--- src/rtl/core/skt_pkg.sv ---
// Shared constants, codes and types of the sorted key table.
`timescale 1ns / 1ps
package skt_pkg;

  localparam int CAPACITY_DEF      = 32;
  localparam int KEY_WIDTH_DEF     = 32;
  localparam int PAYLOAD_WIDTH_DEF = 32;

  localparam int ACTION_W     = 3;
  localparam int KEY_IN_W     = 32;
  localparam int PAYLOAD_IN_W = 32;
  localparam int STATUS_W     = 2;
  localparam int COUNT_OUT_W  = 6;

  typedef enum logic [ACTION_W-1:0] {
    ACT_INSERT = 3'd0,
    ACT_ERASE  = 3'd1,
    ACT_FIND   = 3'd2,
    ACT_LBOUND = 3'd3,
    ACT_LIST   = 3'd4,
    ACT_CLEAR  = 3'd5
  } action_t;

  typedef enum logic [STATUS_W-1:0] {
    STS_DONE = 2'd0,
    STS_MISS = 2'd1,
    STS_FULL = 2'd2
  } status_t;

  typedef enum logic [3:0] {
    S_IDLE,
    S_SRCH,
    S_CMP,
    S_EVAL,
    S_SHUP,
    S_SHDN,
    S_WRITE,
    S_LRD,
    S_LOUT,
    S_RESP
  } state_t;

endpackage

--- src/rtl/core/skt_if.sv ---
// Request and response channel interfaces of the sorted key table.
`timescale 1ns / 1ps
interface skt_req_if;
  import skt_pkg::*;

  logic                    valid;
  logic                    ready;
  logic [ACTION_W-1:0]     action;
  logic [KEY_IN_W-1:0]     key;
  logic [PAYLOAD_IN_W-1:0] payload;

  modport source (output valid, action, key, payload, input ready);
  modport sink   (input valid, action, key, payload, output ready);
endinterface

interface skt_rsp_if;
  import skt_pkg::*;

  logic                    valid;
  logic                    ready;
  logic [STATUS_W-1:0]     status;
  logic [KEY_IN_W-1:0]     result_key;
  logic [PAYLOAD_IN_W-1:0] result_payload;
  logic [COUNT_OUT_W-1:0]  entry_count;
  logic                    last;

  modport source (output valid, status, result_key, result_payload, entry_count, last,
                  input ready);
  modport sink   (input valid, status, result_key, result_payload, entry_count, last,
                  output ready);
endinterface

--- src/rtl/core/sorted_key_table.sv ---
// Sorted key table: ordered set of key and payload entries held in one memory.
//
// Requests arrive on req (action, key, payload) and are taken when valid and
// ready are both high; ready is high only while the table is idle, so one
// request is worked on at a time. Results leave on rsp through an output
// register, one per request except for a list, which gives one result per
// entry in ascending key order with last set on the final one, or a single
// miss with last set when the table is empty.
// Steps: insert, erase, find and lower bound run a binary search over the
// entries, then probe the slot it settled on; insert or erase then moves
// the entries above that slot one at a time, insert writes the new entry,
// and the result is loaded. A list reads and then outputs each entry in
// turn; clear and unknown actions go straight to the result.
// The simple dual-port entry memory (one read, one write a cycle, registered
// read data) paces these steps: every compare and every move goes through it.
// Reset empties the table (count zero); entry contents are left as they are
// and never used before written. A stalled receiver holds the result in
// the output register and the sequencer waits; no result is dropped.
`timescale 1ns / 1ps
module sorted_key_table #(
  parameter int CAPACITY      = skt_pkg::CAPACITY_DEF,
  parameter int KEY_WIDTH     = skt_pkg::KEY_WIDTH_DEF,
  parameter int PAYLOAD_WIDTH = skt_pkg::PAYLOAD_WIDTH_DEF
) (
  input  logic     clk,
  input  logic     rst,
  skt_req_if.sink  req,
  skt_rsp_if.source rsp
);
  import skt_pkg::*;

  localparam int KW = KEY_WIDTH;
  localparam int PW = PAYLOAD_WIDTH;
  localparam int EW = KW + PW;
  localparam int IW = (CAPACITY > 1) ? $clog2(CAPACITY) : 1;
  localparam int CW = $clog2(CAPACITY + 1);

  // entry memory: key in the upper bits, payload below
  logic [EW-1:0] mem [CAPACITY];
  logic [EW-1:0] mem_rd;
  logic          mem_we;
  logic [IW-1:0] mem_waddr;
  logic [EW-1:0] mem_wdata;
  logic [IW-1:0] mem_raddr;

  always_ff @(posedge clk) begin
    if (mem_we) begin
      mem[mem_waddr] <= mem_wdata;
    end
    mem_rd <= mem[mem_raddr];
  end

  logic [KW-1:0] rd_key;
  logic [PW-1:0] rd_payload;
  assign rd_key     = mem_rd[EW-1 -: KW];
  assign rd_payload = mem_rd[PW-1:0];

  state_t state, state_next;

  logic [ACTION_W-1:0]    cur_action, cur_action_next;
  logic [KW-1:0]          cur_key, cur_key_next;
  logic [PW-1:0]          cur_payload, cur_payload_next;
  logic [CW-1:0]          count, count_next;
  logic [CW-1:0]          lo, lo_next;
  logic [CW-1:0]          hi, hi_next;
  logic [IW-1:0]          mid, mid_next;
  logic [IW-1:0]          rd_idx, rd_idx_next;
  status_t                resp_status, resp_status_next;
  logic [KW-1:0]          resp_key, resp_key_next;
  logic [PW-1:0]          resp_payload, resp_payload_next;

  logic                   out_valid, out_valid_next;
  logic [STATUS_W-1:0]    out_status, out_status_next;
  logic [KEY_IN_W-1:0]    out_key, out_key_next;
  logic [PAYLOAD_IN_W-1:0] out_payload, out_payload_next;
  logic [COUNT_OUT_W-1:0] out_count, out_count_next;
  logic                   out_last, out_last_next;

  logic [CW:0]   mid_sum;
  logic          out_free;
  logic          found;
  logic          in_range;
  logic [IW-1:0] top_idx;

  assign mid_sum  = {1'b0, lo} + {1'b0, hi};
  assign out_free = !out_valid || rsp.ready;
  assign in_range = lo < count;
  assign found    = in_range && (rd_key == cur_key);
  assign top_idx  = IW'(count - CW'(1));

  assign req.ready          = (state == S_IDLE);
  assign rsp.valid          = out_valid;
  assign rsp.status         = out_status;
  assign rsp.result_key     = out_key;
  assign rsp.result_payload = out_payload;
  assign rsp.entry_count    = out_count;
  assign rsp.last           = out_last;

  always_ff @(posedge clk) begin
    if (rst) begin
      state <= S_IDLE;
    end else begin
      state <= state_next;
    end
  end

  always_ff @(posedge clk) begin
    if (rst) begin
      count     <= '0;
      out_valid <= 1'b0;
    end else begin
      count     <= count_next;
      out_valid <= out_valid_next;
    end
  end

  always_ff @(posedge clk) begin
    cur_action   <= cur_action_next;
    cur_key      <= cur_key_next;
    cur_payload  <= cur_payload_next;
    lo           <= lo_next;
    hi           <= hi_next;
    mid          <= mid_next;
    rd_idx       <= rd_idx_next;
    resp_status  <= resp_status_next;
    resp_key     <= resp_key_next;
    resp_payload <= resp_payload_next;
    out_status   <= out_status_next;
    out_key      <= out_key_next;
    out_payload  <= out_payload_next;
    out_count    <= out_count_next;
    out_last     <= out_last_next;
  end

  always_comb begin
    state_next        = state;
    cur_action_next   = cur_action;
    cur_key_next      = cur_key;
    cur_payload_next  = cur_payload;
    count_next        = count;
    lo_next           = lo;
    hi_next           = hi;
    mid_next          = mid;
    rd_idx_next       = rd_idx;
    resp_status_next  = resp_status;
    resp_key_next     = resp_key;
    resp_payload_next = resp_payload;
    out_valid_next    = out_valid && !rsp.ready;
    out_status_next   = out_status;
    out_key_next      = out_key;
    out_payload_next  = out_payload;
    out_count_next    = out_count;
    out_last_next     = out_last;
    mem_we            = 1'b0;
    mem_waddr         = rd_idx;
    mem_wdata         = mem_rd;
    mem_raddr         = rd_idx;

    unique case (state)
      S_IDLE: begin
        if (req.valid) begin
          cur_action_next   = req.action;
          cur_key_next      = KW'(req.key);
          cur_payload_next  = PW'(req.payload);
          resp_key_next     = '0;
          resp_payload_next = '0;
          lo_next           = '0;
          hi_next           = count;
          rd_idx_next       = '0;
          unique case (req.action) inside
            ACT_INSERT, ACT_ERASE, ACT_FIND, ACT_LBOUND: begin
              state_next = S_SRCH;
            end
            ACT_LIST: begin
              if (count == '0) begin
                resp_status_next = STS_MISS;
                state_next       = S_RESP;
              end else begin
                state_next = S_LRD;
              end
            end
            ACT_CLEAR: begin
              count_next       = '0;
              resp_status_next = STS_DONE;
              state_next       = S_RESP;
            end
            default: begin
              resp_status_next = STS_MISS;
              state_next       = S_RESP;
            end
          endcase
        end
      end

      S_SRCH: begin
        if (lo < hi) begin
          mid_next   = IW'(mid_sum[CW:1]);
          mem_raddr  = IW'(mid_sum[CW:1]);
          state_next = S_CMP;
        end else begin
          // probe the slot the search settled on
          mem_raddr  = IW'(lo);
          state_next = S_EVAL;
        end
      end

      S_CMP: begin
        if (rd_key < cur_key) begin
          lo_next = CW'(mid) + CW'(1);
        end else begin
          hi_next = CW'(mid);
        end
        state_next = S_SRCH;
      end

      S_EVAL: begin
        resp_key_next     = '0;
        resp_payload_next = '0;
        resp_status_next  = STS_MISS;
        state_next        = S_RESP;
        unique case (cur_action)
          ACT_INSERT: begin
            if (found) begin
              resp_status_next = STS_MISS;
            end else if (count >= CW'(CAPACITY)) begin
              resp_status_next = STS_FULL;
            end else if (in_range) begin
              // open a gap: move entries up, highest first
              mem_raddr   = top_idx;
              rd_idx_next = top_idx;
              state_next  = S_SHUP;
            end else begin
              state_next = S_WRITE;
            end
          end
          ACT_ERASE: begin
            if (!found) begin
              resp_status_next = STS_MISS;
            end else if (lo + CW'(1) < count) begin
              mem_raddr   = IW'(lo + CW'(1));
              rd_idx_next = IW'(lo + CW'(1));
              state_next  = S_SHDN;
            end else begin
              count_next       = count - CW'(1);
              resp_status_next = STS_DONE;
            end
          end
          ACT_FIND: begin
            if (found) begin
              resp_status_next  = STS_DONE;
              resp_key_next     = rd_key;
              resp_payload_next = rd_payload;
            end
          end
          ACT_LBOUND: begin
            if (in_range) begin
              resp_status_next  = STS_DONE;
              resp_key_next     = rd_key;
              resp_payload_next = rd_payload;
            end
          end
          default: begin
            resp_status_next = STS_MISS;
          end
        endcase
      end

      S_SHUP: begin
        mem_we    = 1'b1;
        mem_waddr = rd_idx + IW'(1);
        mem_wdata = mem_rd;
        if (rd_idx == IW'(lo)) begin
          state_next = S_WRITE;
        end else begin
          mem_raddr   = rd_idx - IW'(1);
          rd_idx_next = rd_idx - IW'(1);
        end
      end

      S_WRITE: begin
        mem_we           = 1'b1;
        mem_waddr        = IW'(lo);
        mem_wdata        = {cur_key, cur_payload};
        count_next       = count + CW'(1);
        resp_status_next = STS_DONE;
        state_next       = S_RESP;
      end

      S_SHDN: begin
        mem_we    = 1'b1;
        mem_waddr = rd_idx - IW'(1);
        mem_wdata = mem_rd;
        if (rd_idx == top_idx) begin
          count_next       = count - CW'(1);
          resp_status_next = STS_DONE;
          state_next       = S_RESP;
        end else begin
          mem_raddr   = rd_idx + IW'(1);
          rd_idx_next = rd_idx + IW'(1);
        end
      end

      S_LRD: begin
        mem_raddr  = rd_idx;
        state_next = S_LOUT;
      end

      S_LOUT: begin
        if (out_free) begin
          out_valid_next   = 1'b1;
          out_status_next  = STS_DONE;
          out_key_next     = KEY_IN_W'(rd_key);
          out_payload_next = PAYLOAD_IN_W'(rd_payload);
          out_count_next   = COUNT_OUT_W'(count);
          out_last_next    = (rd_idx == top_idx);
          if (rd_idx == top_idx) begin
            state_next = S_IDLE;
          end else begin
            rd_idx_next = rd_idx + IW'(1);
            state_next  = S_LRD;
          end
        end
      end

      S_RESP: begin
        if (out_free) begin
          out_valid_next   = 1'b1;
          out_status_next  = resp_status;
          out_key_next     = KEY_IN_W'(resp_key);
          out_payload_next = PAYLOAD_IN_W'(resp_payload);
          out_count_next   = COUNT_OUT_W'(count);
          out_last_next    = 1'b1;
          state_next       = S_IDLE;
        end
      end

      default: begin
        state_next = S_IDLE;
      end
    endcase
  end

endmodule

--- src/flat_wrapper.sv ---
// flat-port wrapper written by rule: the top's interface ports become plain ports
module sorted_key_table_flat import skt_pkg::*;
#(
  parameter int CAPACITY      = skt_pkg::CAPACITY_DEF,
  parameter int KEY_WIDTH     = skt_pkg::KEY_WIDTH_DEF,
  parameter int PAYLOAD_WIDTH = skt_pkg::PAYLOAD_WIDTH_DEF
)
  (clk, rst, req_valid, req_action, req_key, req_payload, req_ready, rsp_valid, rsp_status, rsp_result_key, rsp_result_payload, rsp_entry_count, rsp_last, rsp_ready);
  skt_req_if req_i ();
  skt_rsp_if rsp_i ();
  input  logic clk;
  input  logic rst;
  input wire logic [$bits(req_i.valid)-1:0] req_valid;
  input wire logic [$bits(req_i.action)-1:0] req_action;
  input wire logic [$bits(req_i.key)-1:0] req_key;
  input wire logic [$bits(req_i.payload)-1:0] req_payload;
  output wire logic [$bits(req_i.ready)-1:0] req_ready;
  output wire logic [$bits(rsp_i.valid)-1:0] rsp_valid;
  output wire logic [$bits(rsp_i.status)-1:0] rsp_status;
  output wire logic [$bits(rsp_i.result_key)-1:0] rsp_result_key;
  output wire logic [$bits(rsp_i.result_payload)-1:0] rsp_result_payload;
  output wire logic [$bits(rsp_i.entry_count)-1:0] rsp_entry_count;
  output wire logic [$bits(rsp_i.last)-1:0] rsp_last;
  input wire logic [$bits(rsp_i.ready)-1:0] rsp_ready;
  assign req_i.valid = req_valid;
  assign req_i.action = req_action;
  assign req_i.key = req_key;
  assign req_i.payload = req_payload;
  assign req_ready = req_i.ready;
  assign rsp_valid = rsp_i.valid;
  assign rsp_status = rsp_i.status;
  assign rsp_result_key = rsp_i.result_key;
  assign rsp_result_payload = rsp_i.result_payload;
  assign rsp_entry_count = rsp_i.entry_count;
  assign rsp_last = rsp_i.last;
  assign rsp_i.ready = rsp_ready;
  sorted_key_table #(.CAPACITY(CAPACITY), .KEY_WIDTH(KEY_WIDTH), .PAYLOAD_WIDTH(PAYLOAD_WIDTH)) u_core (.clk(clk), .rst(rst), .req(req_i), .rsp(rsp_i));
endmodule
--- config.mk ---
export PLATFORM = sky130hd
export DESIGN_NAME = sorted_key_table_flat
export DESIGN_NICKNAME = d
export VERILOG_FILES = /design/src/rtl/core/skt_pkg.sv /design/src/rtl/core/skt_if.sv /design/src/rtl/core/sorted_key_table.sv /design/src/flat_wrapper.sv
export SDC_FILE = /design/constraint.sdc
export NUM_CORES = 2
export LEC_CHECK = 0
export BUFFER_PORTS_ARGS = -buffer_cell sky130_fd_sc_hd__buf_2
export CORE_AREA = 3 3 460 462
export CTS_BUF_LIST = sky130_fd_sc_hd__clkbuf_16
export CTS_CLUSTER_SIZE = 16
export DETAILED_ROUTE_END_ITERATION = 12
export DIE_AREA = 0 0 463 465
export GPL_TIMING_DRIVEN = 0
export PLACE_DENSITY = 0.58
export SLEW_MARGIN = 10
export SYNTH_ARGS = -nofsm -noshare
export SYNTH_HDL_FRONTEND = slang
export SYNTH_SLANG_ARGS = --single-unit
--- constraint.sdc ---
create_clock -name clk -period 5.4 [get_ports clk]
set_input_delay 1.08 -clock clk [delete_from_list [all_inputs] [get_ports clk]]
set_output_delay 1.08 -clock clk [all_outputs]
set_load 0.02 [all_outputs]
==> results.toml <==
[timing]
fin_skew_ps = 38.7
period_share = 1.02
slew_headroom = 0.0840
final_max_slew_viol_count = 0
worstMarginPinSlew_ps = 1370
max_clock_freq_mhz = 182
fin_crit_ps = 5490
final-hold-violation-count = 0
postLayoutSetupSlackWorst_ps = -91.6
fin_tns_setup_ps = -247
setup_viol = 6

[placed_design]
io_buffers = 145
dpl.hpwl_um = 250000
place_ws_ps = -3030
gp_congestion = 0.938
placedCellCount = 9447

[yosys]
synth_top_area_cell = "edfxtp_1"
yosysTopAreaCellShare = 0.732
ys.flop_type = "edfxtp_1"
ys_types = 82
yosysWarnings = 0
ys_ff_latch = 2351
synth_area_um2 = 93400
synthTopCellsByArea = "edfxtp_1 73%, nand2_1 5.5%, mux2i_1 2.9%"
synth-seq-area-share = 0.748
syn-num-nets = 6482
synth_edf_count = 2276
synth-async-reset-ratio = 0
syn_inst = 6352
syn-mean-instance-area_um2 = 14.7

[layout]
drive_above_1_share = 0.177
final_common_cell = "edfxtp_1"
syn_to_final_growth_pct = 18.2
mostFrequentLayoutCells = "2276 x edfxtp_1, 1358 x nand2_1, 317 x a21oi_1"
final_util = 0.532
finalNetCount = 7053
final_cell_count_no_fill = 9930

[route]
drtIter0Drc = 10700
drt-total-wl_um = 355000
num_vias = 63000
firstDrtPassIters = 7
viasPerCell = 6.35
post-route-drc-count = 0
drtAntennaViolNets = 0
wl_per_cell_um = 35.7

[floorplan]
fp.dieW_um = 463
pin_count = 146
core_um2 = 207000
die_h_um = 465
dieArea_um2 = 215000
rows = 167
start_util = 0.450

[global_route]
grt_max_degree = 39
overflow = 0
antenna_found_initial = 35
grt_usage = 0.322
first_global_vias = 59400
grt_pass1_wl_um = 481000

[clocking]
numCtsBuffers = 232
ctsLongestPathBuffers = 3
cts-root-buf = "clkbuf_16"
htreeDepth = 4
clk_latency_ps = 890
cts_tree = "yes"
cts.clk_slew.worst_paths_ps = 60
postCtsHoldBufs = 0
cts_sinks = 2351

[setup_path]
cp-end-kind = "flop"
path_max_fanout = 10
cp-startpoint = "u_core.cur_key[24]"
cp-start-kind = "flop"
r2r_start = "u_core.cur_key[24]"
required_ps = 6140
crit_arrival_ps = 6230
crit_type = "flop to flop"

[run]
maxCapViolCount = 0

[status]
outcome = "finished, violations left"
violations = "setup timing"

[hold_path]
hold_class = "input port to flop"
min_from = "req_payload[22]"
==> critical path, cell delays in order, from the launching register on <==
cell      delay, ps
edfxtp_1        350
inv_1           340
ha_1            230
nand4_1         150
nor2_4          160
buf_12          150
nand4_1         100
buf_6           170
or3_4           400
and3_1          190
o31a_1          350
o211ai_4        210
buf_12          180
buf_16          160
buf_4           200
buf_2           290
nand2_1          90
a32o_1          270
a222oi_1        580
o22ai_1         290
a221oi_4        430
==> state kept, by name (all words and copies together) (netlist names), 32 cells and up <==
signal and flops:
u_core.mem_rd 64, u_core.resp_key 32, u_core.resp_payload 32, u_core.cur_key 32, u_core.rsp.result_key 32, u_core.cur_payload 32, u_core.rsp.result_payload 32, u_core.mem 2048
==> cell type report <==
cell class | count | area [um^2]
fillers | 16900 | 97100
flip-flops and latches | 2351 | 69900
well taps | 2788 | 3490
plain buffers | 418 | 2480
clock buffers | 236 | 5910
clock inverters | 200 | 1460
multi-input cells | 3524 | 22500
inverters | 54 | 205
repair buffers | 342 | 4400
diodes | 17 | 42.5
==> cell usage after synthesis (all sizes together), types with 9 or more instances <==
cell,n
a221oi,63
o211ai,26
a32o,70
o31ai,9
a32oi,255
a311oi,20
o21a,9
a31oi,22
buf,216
nor2b,12
a21o,18
nand2b,14
a21oi,321
dfxtp,75
clkbuf,207
edfxtp,2276
mux2i,274
o22ai,66
or3,9
and3,47
mux2,71
nor2,125
nand3,109
nand4,36
ha,58
mux4,13
a22oi,21
o21ai,177
a222oi,68
inv,53
nor3,24
a211oi,13
xnor2,21
xor2,9
nand2,1378
and2,71
==> per-layer routing <==
layer  up-vias  GRT usage  routed length [um]
met4        18      0.186               23300
met3       885     0.0887               45600
li1      25700          -                   -
met1     31900      0.424              130000
met2      4590      0.483              156000
met5         -          0                 128
==> cell families (layout without fill, tap and decap cells) <==
| kind of cell | Yosys count | in the layout | synth area share |
|---|---|---|---|
| mux | 358 | 358 | 0.0411 |
| buf+inv | 477 | 1250 | 0.0214 |
| compound gates | 1226 | 1226 | 0.0958 |
| flops | 2351 | 2351 | 0.748 |
| simple gates | 1849 | 1849 | 0.0823 |
| fa+ha+maj | 59 | 59 | 0.00799 |
| other cells | 0 | 17 | 0 |
| xor+xnor | 32 | 32 | 0.00330 |
==> metrics by stage <==
step | hold WS, ps | cell area [um^2]
6_report | 370 | 110000
5_1_grt | 338 | 110000
4_1_cts | 295 | 110000
3_5_place_dp | 475 | 102000
3_3_place_gp | 478 | 97600
2_1_floorplan | 425 | 93400
==> worst paths after layout <==
path                                             endpoint  slack [ps]  cells past startpoint
worst max-delay path                    u_core.mem_rd[12]         -90                     20
worst min-delay path               u_core.cur_payload[22]         370                      1
worst max register to register          u_core.mem_rd[12]         -90                     20
worst min register to register  u_core.rsp.entry_count[0]         490                      0
==> timing repair <==
| action | CTS | global route |
|---|---|---|
| pin swaps | 18 | 22 |
| setup buffers | 21 | 14 |
| endpoints found under the setup margin | 1074 | 567 |
| gates resized for setup | 355 | 133 |
| gates cloned | 0 | 0 |
Power is not shown: default switching activity piles up to over one toggle a cycle in this logic, so the estimate is an artifact.
